### src/sv/tkd_pkg.sv
package tkd_pkg;

	// field widths
	localparam int KEY_W  = 5;
	localparam int BYTE_W = 8;
	localparam int CFG_W  = 12;

	// register reset and default queue depth, in key pairs
	localparam logic [CFG_W-1:0] SUBNEG_LIMIT_RESET = 12'd256;
	localparam int QUEUE_DEPTH = 2;

	typedef logic [KEY_W-1:0] key_t;

	// key codes
	localparam key_t KEY_ESC   = 5'd0;
	localparam key_t KEY_QUIT  = 5'd5;
	localparam key_t KEY_PLUS  = 5'd6;
	localparam key_t KEY_MINUS = 5'd7;
	localparam key_t KEY_TAB   = 5'd8;
	localparam key_t KEY_SPACE = 5'd9;
	localparam key_t KEY_ENTER = 5'd10;
	localparam key_t KEY_LIST  = 5'd11;
	localparam key_t KEY_HELP  = 5'd12;
	localparam key_t KEY_DIG1  = 5'd13;
	localparam key_t KEY_DIG2  = 5'd14;
	localparam key_t KEY_DIG3  = 5'd15;
	localparam key_t KEY_DIG4  = 5'd16;

	// one or two keys caused by a single input transaction
	typedef struct packed {
		logic valid;
		logic two;
		key_t key0;
		key_t key1;
	} key_pair_t;

endpackage

### src/sv/tkd_parser.sv
module tkd_parser (
	input  logic                        clk,
	input  logic                        arst_n,
	input  logic                        in_valid,
	output logic                        in_ready,
	input  logic                        in_action,
	input  logic [tkd_pkg::BYTE_W-1:0]  in_byte,
	input  logic                        cfg_we,
	input  logic [tkd_pkg::CFG_W-1:0]   cfg_limit,
	input  logic                        push_ready,
	output tkd_pkg::key_pair_t          push
);

	typedef enum logic [2:0] {
		ST_IDLE    = 3'd0,
		ST_IAC     = 3'd1,
		ST_IAC_OPT = 3'd2,
		ST_SB      = 3'd3,
		ST_SB_IAC  = 3'd4,
		ST_ESC     = 3'd5,
		ST_ESC_SEQ = 3'd6
	} state_t;

	localparam logic [7:0] B_IAC  = 8'hff;
	localparam logic [7:0] B_SB   = 8'hfa;
	localparam logic [7:0] B_SE   = 8'hf0;
	localparam logic [7:0] B_WILL = 8'd251;
	localparam logic [7:0] B_DONT = 8'd254;
	localparam logic [7:0] B_ESC  = 8'd27;
	localparam logic [7:0] B_CSI  = 8'h5b;
	localparam logic [7:0] B_SS3  = 8'h4f;
	localparam logic [7:0] B_UPA  = 8'h41;
	localparam logic [7:0] B_UPD  = 8'h44;
	localparam logic [7:0] B_ARROW_BASE = 8'h40;

	// plain byte to key map
	function automatic logic [tkd_pkg::KEY_W:0] plain_key(input logic [7:0] b);
		logic [tkd_pkg::KEY_W:0] r;
		r = '0;
		unique case (b)
			8'h71, 8'h51: r = {1'b1, tkd_pkg::KEY_QUIT};
			8'h2b:        r = {1'b1, tkd_pkg::KEY_PLUS};
			8'h2d:        r = {1'b1, tkd_pkg::KEY_MINUS};
			8'h09:        r = {1'b1, tkd_pkg::KEY_TAB};
			8'h20:        r = {1'b1, tkd_pkg::KEY_SPACE};
			8'h0d, 8'h0a: r = {1'b1, tkd_pkg::KEY_ENTER};
			8'h6c, 8'h4c: r = {1'b1, tkd_pkg::KEY_LIST};
			8'h68, 8'h48: r = {1'b1, tkd_pkg::KEY_HELP};
			8'h31:        r = {1'b1, tkd_pkg::KEY_DIG1};
			8'h32:        r = {1'b1, tkd_pkg::KEY_DIG2};
			8'h33:        r = {1'b1, tkd_pkg::KEY_DIG3};
			8'h34:        r = {1'b1, tkd_pkg::KEY_DIG4};
			default:      r = '0;
		endcase
		return r;
	endfunction

	logic                        valid_s1;
	logic                        action_s1;
	logic [7:0]                  byte_s1;
	logic [tkd_pkg::CFG_W-1:0]   limit_q;
	state_t                      state_q, state_d;
	logic [tkd_pkg::CFG_W-1:0]   count_q, count_d;
	logic                        consume;
	logic [tkd_pkg::KEY_W:0]     ib_key;
	state_t                      ib_state;
	logic [tkd_pkg::CFG_W:0]     grow_c;
	logic                        grow_drop;
	state_t                      grow_state;
	tkd_pkg::key_pair_t          res;

	assign consume  = valid_s1 && push_ready;
	assign in_ready = !valid_s1 || consume;

	// input register
	always_ff @(posedge clk or negedge arst_n) begin
		if (!arst_n) begin
			valid_s1 <= 1'b0;
		end else if (in_ready) begin
			valid_s1 <= in_valid;
		end
	end

	always_ff @(posedge clk) begin
		if (in_ready && in_valid) begin
			action_s1 <= in_action;
			byte_s1   <= in_byte;
		end
	end

	// limit register
	always_ff @(posedge clk or negedge arst_n) begin
		if (!arst_n) begin
			limit_q <= tkd_pkg::SUBNEG_LIMIT_RESET;
		end else if (cfg_we) begin
			limit_q <= cfg_limit;
		end
	end

	// byte as seen from idle
	always_comb begin
		ib_key = plain_key(byte_s1);
		if (byte_s1 == B_IAC) begin
			ib_state = ST_IAC;
		end else if (byte_s1 == B_ESC) begin
			ib_state = ST_ESC;
		end else begin
			ib_state = ST_IDLE;
		end
	end

	// subnegotiation growth; the sb byte itself counts from one
	always_comb begin
		grow_c     = ((state_q == ST_IAC) ? {{tkd_pkg::CFG_W{1'b0}}, 1'b1} : {1'b0, count_q})
		             + {{tkd_pkg::CFG_W{1'b0}}, 1'b1};
		grow_drop  = grow_c > {1'b0, limit_q};
		grow_state = (byte_s1 == B_IAC) ? ST_SB_IAC : ST_SB;
	end

	// next state and keys
	always_comb begin
		state_d  = state_q;
		count_d  = count_q;
		res      = '0;
		res.key0 = tkd_pkg::KEY_ESC;
		res.key1 = tkd_pkg::KEY_ESC;
		if (action_s1) begin
			if (state_q == ST_ESC || state_q == ST_ESC_SEQ) begin
				state_d   = ST_IDLE;
				res.valid = 1'b1;
			end
		end else begin
			unique case (state_q)
				ST_IAC: begin
					if (byte_s1 == B_SB) begin
						if (grow_drop) begin
							state_d = ST_IDLE;
							count_d = '0;
						end else begin
							state_d = ST_SB;
							count_d = grow_c[tkd_pkg::CFG_W-1:0];
						end
					end else if (byte_s1 >= B_WILL && byte_s1 <= B_DONT) begin
						state_d = ST_IAC_OPT;
					end else begin
						state_d = ST_IDLE;
					end
				end
				ST_IAC_OPT: begin
					state_d = ST_IDLE;
				end
				ST_SB, ST_SB_IAC: begin
					if (state_q == ST_SB_IAC && byte_s1 == B_SE) begin
						state_d = ST_IDLE;
						count_d = '0;
					end else if (grow_drop) begin
						state_d = ST_IDLE;
						count_d = '0;
					end else begin
						state_d = grow_state;
						count_d = grow_c[tkd_pkg::CFG_W-1:0];
					end
				end
				ST_ESC, ST_ESC_SEQ: begin
					if (state_q == ST_ESC && (byte_s1 == B_CSI || byte_s1 == B_SS3)) begin
						state_d = ST_ESC_SEQ;
					end else if (state_q == ST_ESC_SEQ && byte_s1 >= B_UPA
					             && byte_s1 <= B_UPD) begin
						state_d   = ST_IDLE;
						res.valid = 1'b1;
						res.key0  = tkd_pkg::KEY_W'(byte_s1 - B_ARROW_BASE);
					end else begin
						// broken escape, then the byte again from idle
						state_d   = ib_state;
						res.valid = 1'b1;
						res.two   = ib_key[tkd_pkg::KEY_W];
						res.key1  = ib_key[tkd_pkg::KEY_W-1:0];
					end
				end
				default: begin
					state_d   = ib_state;
					count_d   = '0;
					res.valid = ib_key[tkd_pkg::KEY_W];
					res.key0  = ib_key[tkd_pkg::KEY_W-1:0];
				end
			endcase
		end
	end

	always_ff @(posedge clk or negedge arst_n) begin
		if (!arst_n) begin
			state_q <= ST_IDLE;
			count_q <= '0;
		end else if (consume) begin
			state_q <= state_d;
			count_q <= count_d;
		end
	end

	assign push = consume ? res : '0;

	// a pair of keys always starts with the escape of a broken sequence
	a_pair_esc: assert property (@(posedge clk) disable iff (!arst_n)
		(push.valid && push.two) |-> (push.key0 == tkd_pkg::KEY_ESC))
		else $error("two keys without leading escape");

	// a flush outside an escape leaves the state alone
	a_flush_hold: assert property (@(posedge clk) disable iff (!arst_n)
		(consume && action_s1 && state_q != ST_ESC && state_q != ST_ESC_SEQ)
		|=> (state_q == $past(state_q) && count_q == $past(count_q)))
		else $error("flush changed parser state");

endmodule

### src/sv/tkd_key_queue.sv
module tkd_key_queue #(
	parameter int DEPTH = tkd_pkg::QUEUE_DEPTH
) (
	input  logic                clk,
	input  logic                arst_n,
	input  tkd_pkg::key_pair_t  push,
	output logic                push_ready,
	output logic                out_valid,
	input  logic                out_ready,
	output tkd_pkg::key_t       out_key,
	output logic                out_last
);

	localparam int AW = (DEPTH > 1) ? $clog2(DEPTH) : 1;
	localparam int CW = $clog2(DEPTH + 1);

	tkd_pkg::key_pair_t  mem_q [DEPTH];
	logic [AW-1:0]       wptr_q, rptr_q;
	logic [CW-1:0]       count_q;
	logic                half_q;
	tkd_pkg::key_pair_t  head;
	logic                out_fire, pop, wr;

	assign head       = mem_q[rptr_q];
	assign push_ready = count_q != CW'(DEPTH);
	assign out_valid  = count_q != '0;
	assign out_key    = half_q ? head.key1 : head.key0;
	assign out_last   = !head.two || half_q;
	assign out_fire   = out_valid && out_ready;
	assign pop        = out_fire && out_last;
	assign wr         = push.valid && push_ready;

	// pair storage
	always_ff @(posedge clk) begin
		if (wr) begin
			mem_q[wptr_q] <= push;
		end
	end

	// pointers, fill count and second-key flag
	always_ff @(posedge clk or negedge arst_n) begin
		if (!arst_n) begin
			wptr_q  <= '0;
			rptr_q  <= '0;
			count_q <= '0;
			half_q  <= 1'b0;
		end else begin
			if (wr) begin
				wptr_q <= (wptr_q == AW'(DEPTH - 1)) ? '0 : wptr_q + AW'(1);
			end
			if (pop) begin
				rptr_q <= (rptr_q == AW'(DEPTH - 1)) ? '0 : rptr_q + AW'(1);
			end
			if (wr && !pop) begin
				count_q <= count_q + CW'(1);
			end else if (pop && !wr) begin
				count_q <= count_q - CW'(1);
			end
			if (out_fire) begin
				half_q <= !out_last;
			end
		end
	end

	a_half_nonempty: assert property (@(posedge clk) disable iff (!arst_n)
		half_q |-> (count_q != '0 && head.two))
		else $error("second key pending on empty or single entry");

	a_count_bound: assert property (@(posedge clk) disable iff (!arst_n)
		(count_q == CW'(DEPTH) && !pop) |=> (count_q == CW'(DEPTH)))
		else $error("queue count left full without a pop");

endmodule

### src/sv/terminal_key_decoder_core.sv
// the input byte is registered at the parser; its keys then go through the pair queue
// throughput: one input transaction per cycle while the pair queue has room; an item
//   that yields two keys takes two output transfers, the pair queue absorbs the rest
// reset: arst_n asynchronous, active low; parser back to idle, count zero,
//   subneg_limit back to 256, key queue empty
module terminal_key_decoder_core #(
	parameter int QUEUE_DEPTH = tkd_pkg::QUEUE_DEPTH
) (
	input  logic                       clk,
	input  logic                       arst_n,
	input  logic                       s_axis_tvalid,
	output logic                       s_axis_tready,
	input  logic [7:0]                 s_axis_tdata,   // [7:0] data_byte
	input  logic [0:0]                 s_axis_tuser,   // [0] action
	output logic                       m_axis_tvalid,
	input  logic                       m_axis_tready,
	output logic [7:0]                 m_axis_tdata,   // [4:0] key, [7:5] zero
	output logic                       m_axis_tlast,
	input  logic                       cfg_valid,
	output logic                       cfg_ready,
	input  logic [tkd_pkg::CFG_W-1:0]  cfg_data
);

	tkd_pkg::key_pair_t push;
	logic               push_ready;
	tkd_pkg::key_t      out_key;

	assign cfg_ready = 1'b1;

	tkd_parser u_parser (
		.clk        (clk),
		.arst_n     (arst_n),
		.in_valid   (s_axis_tvalid),
		.in_ready   (s_axis_tready),
		.in_action  (s_axis_tuser[0]),
		.in_byte    (s_axis_tdata),
		.cfg_we     (cfg_valid && cfg_ready),
		.cfg_limit  (cfg_data),
		.push_ready (push_ready),
		.push       (push)
	);

	tkd_key_queue #(
		.DEPTH (QUEUE_DEPTH)
	) u_queue (
		.clk        (clk),
		.arst_n     (arst_n),
		.push       (push),
		.push_ready (push_ready),
		.out_valid  (m_axis_tvalid),
		.out_ready  (m_axis_tready),
		.out_key    (out_key),
		.out_last   (m_axis_tlast)
	);

	assign m_axis_tdata = {{(8 - tkd_pkg::KEY_W){1'b0}}, out_key};

endmodule

### config.mk
export PLATFORM = sky130hd
export DESIGN_NAME = terminal_key_decoder_core
export DESIGN_NICKNAME = d
export VERILOG_FILES = /design/src/sv/tkd_pkg.sv /design/src/sv/tkd_parser.sv /design/src/sv/tkd_key_queue.sv /design/src/sv/terminal_key_decoder_core.sv
export SDC_FILE = /design/constraint.sdc
export NUM_CORES = 1
export LEC_CHECK = 0
export ABC_AREA = 1
export BUFFER_PORTS_ARGS = -buffer_cell sky130_fd_sc_hd__buf_2
export CAP_MARGIN = 20
export CORE_MARGIN = 4
export CORE_UTILIZATION = 35
export CTS_BUF_LIST = sky130_fd_sc_hd__clkbuf_16
export DETAILED_ROUTE_END_ITERATION = 7
export PLACE_DENSITY = 0.61
export REMOVE_ABC_BUFFERS = 1
export SLEW_MARGIN = 20
export SYNTH_ARGS = -nofsm -noshare
export SYNTH_HDL_FRONTEND = slang
export SYNTH_HIERARCHICAL = 1
export SYNTH_SLANG_ARGS = --single-unit
### constraint.sdc
create_clock -name clk -period 8.1 [get_ports clk]
set_input_delay 0.405 -clock clk [delete_from_list [all_inputs] [get_ports clk]]
set_output_delay 0.405 -clock clk [all_outputs]
set_load 0.1 [all_outputs]
; Word level (Yosys, flattened, before mapping)
; Memories as Yosys holds them, arrays and structs flattened.
; Index checks and enable logic that the tools add are counted.
[word_totals]
reg_bits = 42
ram_bits = 24
inputBits = 26
out_inout_bits = 12
wordCells = 126
memories = 1
[classes]
n_addsub = 6
n_lt_le_gt_ge = 5
eq_ne = 31
mux = 38
n_bitwise = 2
reduce_logical = 33
[memory_table]
columns = memory, depth, word_bits, read_ports, rd_clocked_by_memory_dff, wr, line
row1 = u_queue.mem_q, 2, 12, 1, 0, 1, tkd_key_queue.sv:17  ; tkd_pkg::key_pair_t mem_q [DEPTH];
[op_table]
columns = operator, n
row1 = $mux 12, 6
row2 = $pmux 6 s12, 1
row3 = $eq 8x7->1 const B, 8
row4 = $eq 8x6->1 const B, 7
row5 = $pmux 12 s3, 1
row6 = $mux 3, 10
row7 = $eq 8x4->1 const B, 3
row8 = $eq 8x8->1 const B, 3
row9 = $mux 5, 4
row10 = $add 13x1->13 const B, 1
row11 = $gt 13x12->1, 1
row12 = $logic_and 1x1->1, 12
row13 = $pmux 3 s4, 1
row14 = $reduce_or 2->1, 6
row15 = $mux 11, 1
row16 = $pmux 5 s2, 1
row17 = $eq 3x3->1 const B, 3
row18 = $eq 8x5->1 const B, 1
row19 = $ge 8x7->1 const B, 1
row20 = $ge 8x8->1 const B, 1
row21 = $le 8x7->1 const B, 1
row22 = $le 8x8->1 const B, 1
row23 = $mux 1, 8
row24 = $mux 2, 4
row25 = 16 further kinds, 29

; Longest topological paths before layout
[logic_depth]
word_depth = 13
ltp_mapped = 24
depth_no_buf = 23

; Modules after synthesis
; The synthesis kept the hierarchy.
[by_module_without_submodules]
columns = module, instances, cells_per_inst, area_each_um2
row1 = tkd_parser, 1, 361, 2592.5
row2 = tkd_key_queue, 1, 89, 1124.8
row3 = terminal_key_decoder_core, 1, 6, 37.5

; Least setup slack after synthesis
; Ideal clock, no wire load.
[synth_timing]
path_type = register to register
startpoint = register u_parser.state_q[2]
endpoint = register u_parser.state_q[1]
t_arrival_ps = 2955
path_slack_ps = 5080
stages_incl_launch_ff = 24
n_path_buf = 2
synth_period_minus_slack_ps = 3020
path_cell_list = dfrtp_1 > inv_2 > nand3_2 > buf_6 > buf_2 > nand2_1 > ha_1 > nand3_1 > nor2_1 > nand2_1 > or2_1 > xnor2_1 > inv_1 > ha_1 > a21o_1 > a21oi_1 > nand2_1 > inv_1 > nand2_2 > nand2_4 > nand3_2 > nand3_1 > nand2_1 > nand2_1
[synth_between]
elab_chain_len = 8
[synth_lines]
columns = item, line
row1 = start: declaration, tkd_parser.sv:62  ; state_t state_q, state_d;
row2 = start signal: assignment, tkd_parser.sv:195  ; state_q <= state_d;
row3 = $eq 3x1->1, "tkd_parser.sv:114, tkd_parser.sv:133"
row4 = $mux 12, tkd_parser.sv:114  ; grow_c = ((state_q == ST_IAC) ? {{tkd_pkg::CFG_W{1'b0}}, 1'b1} : {1'b0, count_q})
row5 = $add 13x1->13, tkd_parser.sv:115  ; + {{tkd_pkg::CFG_W{1'b0}}, 1'b1};
row6 = $gt 13x12->1, tkd_parser.sv:116  ; grow_drop = grow_c > {1'b0, limit_q};
row7 = $mux 3 or $mux 2 (tied branches), "tkd_parser.sv:156, tkd_parser.sv:136"
row8 = $mux 3 (on tied branches), "tkd_parser.sv:153, tkd_parser.sv:135"
row9 = $pmux 3 s4, tkd_parser.sv:133  ; unique case (state_q)
row10 = $mux 3, tkd_parser.sv:127  ; if (action_s1) begin
; Parallel ways exist; a longest one is shown, timed or not.
; A chain may end at the register's enable or synchronous reset.

; Worst setup path after layout
[layout_timing]
startpoint = register u_parser.state_q[1]
endpoint = register u_parser/count_q[11] (netlist name)
[layout_between]
elab_chain_len = 7
[layout_lines]
columns = item, line
row1 = $eq 3x1->1, "tkd_parser.sv:114, tkd_parser.sv:133"
row2 = $mux 12, tkd_parser.sv:114
row3 = $add 13x1->13, tkd_parser.sv:115
row4 = $gt 13x12->1, tkd_parser.sv:116
row5 = $mux 12, "tkd_parser.sv:136, tkd_parser.sv:156"
row6 = $mux 12 (on tied branches), "tkd_parser.sv:153, tkd_parser.sv:135"
row7 = $pmux 12 s3, tkd_parser.sv:133
row8 = end signal: assignment, tkd_parser.sv:196  ; count_q <= count_d;
row9 = end: declaration, tkd_parser.sv:63  ; logic [tkd_pkg::CFG_W-1:0] count_q, count_d;
; Parallel ways exist; a longest one is shown, timed or not. The select of a mux whose other input is x is not followed.

==> key figures <==
Critical path
  – Crit path kind: reg -> reg
  – Startpoint types: flop
  – R2R Path End: u_parser/count_q[11]$_DFFE_PN0P_
  – Worst Path Max Fanout: 20
  – Reg-to-reg startpoint: u_parser/state_q[1]$_DFFE_PN0P_
  – Crit. Startpoint: u_parser/state_q[1]$_DFFE_PN0P_
  – Depth of the worst register-to-register path: 19
  – CP arrival: 3900 ps
  – Required time worst endpoint: 8350 ps
  – Reg-to-reg setup timing slack: 4450 ps
  – Endpoint class of the critical path: flop

STA
  – Final min period: 3646 ps
  – Final period util: 45.02%
  – TNS Setup: 0 ps
  – Final setup viols: 0
  – Final WS setup: 4454 ps
  – Max_slew headroom: 32.42%
  – Slew @ Worst Pin: 1014 ps
  – Fin. max-slew vios: 0
  – Final Hold Viols: 0
  – Unrepaired setup endpoints after global routing: no
  – Maximum operating frequency: 274.3 MHz
  – Clock Skews: 7.573 ps
  – Hold Worst Slack: 147.6 ps

CTS
  – CTS clk-pin slew, worst paths: 60 ps
  – Clock Path Buffers: 2
  – Clock Latency Late Sink: 330 ps
  – Hold buffers post-CTS: 0
  – Clock sink total: 64
  – CTS tree: built
  – Post-CTS Setup Inserts: 0
  – Post-cts sizing count: 0
  – H-tree Lvls: 3
  – Total CTS buffers: 9
  – Root buffer selected by CTS: clkbuf_16

Logic synthesis
  – Area leader, netlist: edfxtp_1
  – #FFs+latches synth: 64
  – Synth Area in XOR/XNOR: 1.866%
  – Post-synthesis adder-cell area fraction: 4.665%
  – Distinct cells, synth: 42
  – Post-synth top cells: nand2_1, inv_1, nor2_1
  – Yosys warnings: 6
  – Cells after synthesis: 456
  – Ys flop type: dfrtp_1
  – Main combinational cell family by area after synthesis: simple AND/OR/NAND/NOR gates
  – Mux share of post-synthesis cell area: 0.2999%
  – Post-synthesis sequential area ratio: 46.82%
  – Fraction of registers with async set/reset: 51.56%
  – EDFF count, synth: 31
  – Mean Syn Cell Area: 8.234 um2
  – Synth Area in Simple Gates: 27.22%
  – Cell Area, Synth: 0.003755 mm2
  – Top cell type's share of synthesized area: 24.79%
  – Leading cell type by number of instances after synthesis: nand2_1
  – Synth area leaders: edfxtp_1, dfrtp_1, nand2_1, inv_1, nor2_1
  – Area fraction in compound gates after synthesis: 9.763%

Job
  – Max-cap viol count: 0

Routing
  – First-pass DRT Iterations: 5
  – Starting DRT DRC Count: 287
  – DR DRC count: 0
  – DRT antenna net count: 0
  – DR vias: 3064
  – WL per Instance: 12.44 um
  – Vias per Instance: 4.848
  – Detailed Route WL: 7862 um

Min path
  – Hold Path Class: in -> async

Final layout
  – Antenna cells: 0
  – Nets@finish: 531
  – Multi-input logic area: 0.001660 mm2
  – Core Util, Final: 41.87%
  – Layout cell share with drive strength beyond 1: 16.13%
  – Filler cell count: 1062
  – Sequential cell area: 0.001758 mm2
  – Layout overhead on the synthesized area: 15.63%

Pwr
  – Leakage: 0.002042 uW
  – VDD IR-drop max: 0.1969 mV
  – Power Density: 335.5 mW/mm2
  – Total power: 1457 uW

Placed design
  – GPL Wtd Cong: 0.8788
  – Post-DP HPWL: 5819 um
  – Port bufs: 33
  – Worst slack at placement: 4569 ps

Floorplan
  – Die W: 111.6 um
  – Ports: 38
  – Die height: 111.6 um
  – Die area: 0.01245 mm2
  – Starting density of the core: 36.21%
  – Num rows: 37
  – CORE AREA: 0.01037 mm2

GRT
  – Vias in the first global route: 2902
  – Initial antenna violation count: 0
  – Pin count of the biggest net entering global routing: 34
  – First-pass GRT wire length: 13320 um
  – GR Overflow Total: 0
  – Total global-route track usage: 12.97%

Run status
  – Outcome: complete, no violations
## cell families after synthesis
| kind of cell | after synthesis |
|---|---|
| AND/OR/NAND/NOR | 220 |
| multiplexers | 1 |
| buffers and inverters | 81 |
| other | 2 |
| adder cells (fa/ha/maj) | 14 |
| AO/OA/AOI/OAI | 66 |
| flip-flops | 64 |
| XOR/XNOR | 8 |
## final cells by class
| class | count | share of cell area, % |
|---|---|---|
| sequential | 64 | 40.49 |
| clock buffer | 9 | 5.187 |
| multi-input combinational | 313 | 38.24 |
| timing repair buffer | 33 | 3.804 |
| inverter | 70 | 6.052 |
| tap | 136 | 3.919 |
| clock inverter | 7 | 2.305 |
## critical path: stages (launching register included)
cell and delay, ps:
dfrtp_1 420, inv_1 120, nand3_2 370, nand2_1 250, ha_1 210, nand3_1 90
nor2_1 290, nand2_1 130, or2_1 240, xnor2_1 190, inv_1 80, ha_1 290
a21o_1 160, a21oi_1 120, nand2_1 70, inv_1 60, nand2_2 60, nand2_4 130
nand2_2 130, o21ai_1 170
## sequential cells by signal, summed over array words and instances, names as in the netlist
signal and flops:
u_queue/half_q 1, u_queue/wptr_q 1, u_parser/count_q 12, u_parser/valid_s1 1, u_queue/mem_q 22, u_parser/limit_q 12
u_queue/rptr_q 1, u_parser/state_q 3, u_queue/count_q 2, u_parser/byte_s1 8, u_parser/action_s1 1
## per-layer routing
layer / vias up / global-route usage (%) / wire length [um]
li1: 1561 / - / -
met1: 1419 / 16.78 / 3791
met2: 74 / 20.63 / 3605
met3: 10 / 3.587 / 352
met4: 0 / 5.191 / 112
met5: - / 0 / 0
## worst max path at each step
| stage | endpoint | depth (start not counted) |
|---|---|---|
| 2_1_floorplan | u_parser/state_q[1]$_DFFE_PN0P_ | 21 |
| 4_1_cts | u_parser/count_q[11]$_DFFE_PN0P_ | 19 |
| 3_5_place_dp | u_parser/count_q[11]$_DFFE_PN0P_ | 19 |
| 6_report | u_parser/count_q[11]$_DFFE_PN0P_ | 19 |
| 5_1_grt | u_parser/count_q[3]$_DFFE_PN0P_ | 19 |
| 3_3_place_gp | u_parser/count_q[11]$_DFFE_PN0P_ | 19 |
## per-stage QoR
stage          instance area (um2)  instances
2_1_floorplan                 3681        447
3_3_place_gp                  4016        616
3_5_place_dp                  4016        616
4_1_cts                       4342        632
5_1_grt                       4342        632
6_report                      4342        632
## power breakdown
group / leakage (uW) / switching [uW] / internal [uW]
logic: 0.00117 / 451 / 137
registers: 0.000713 / 48.2 / 400
clock network: 0.000161 / 148 / 272
total: 0.00204 / 647 / 809
## cells in the final DEF (no fill, tap or decap), drive strengths merged
master,count
a21o,2
a21oi,16
a31oi,1
and3,1
buf,33
bufinv,2
clkbuf,9
clkinv,2
conb,4
dfrtp,32
dfstp,1
edfxtp,31
ha,14
inv,73
mux2,1
nand2,111
nand3,28
nand3b,1
nand4,13
nor2,56
nor3,6
nor4,1
nor4b,1
o21a,1
o21ai,36
o21bai,2
o22ai,7
o31ai,1
or2,2
xnor2,3
xor2,5
No activity file was read; power rests on OpenSTA's default activity.
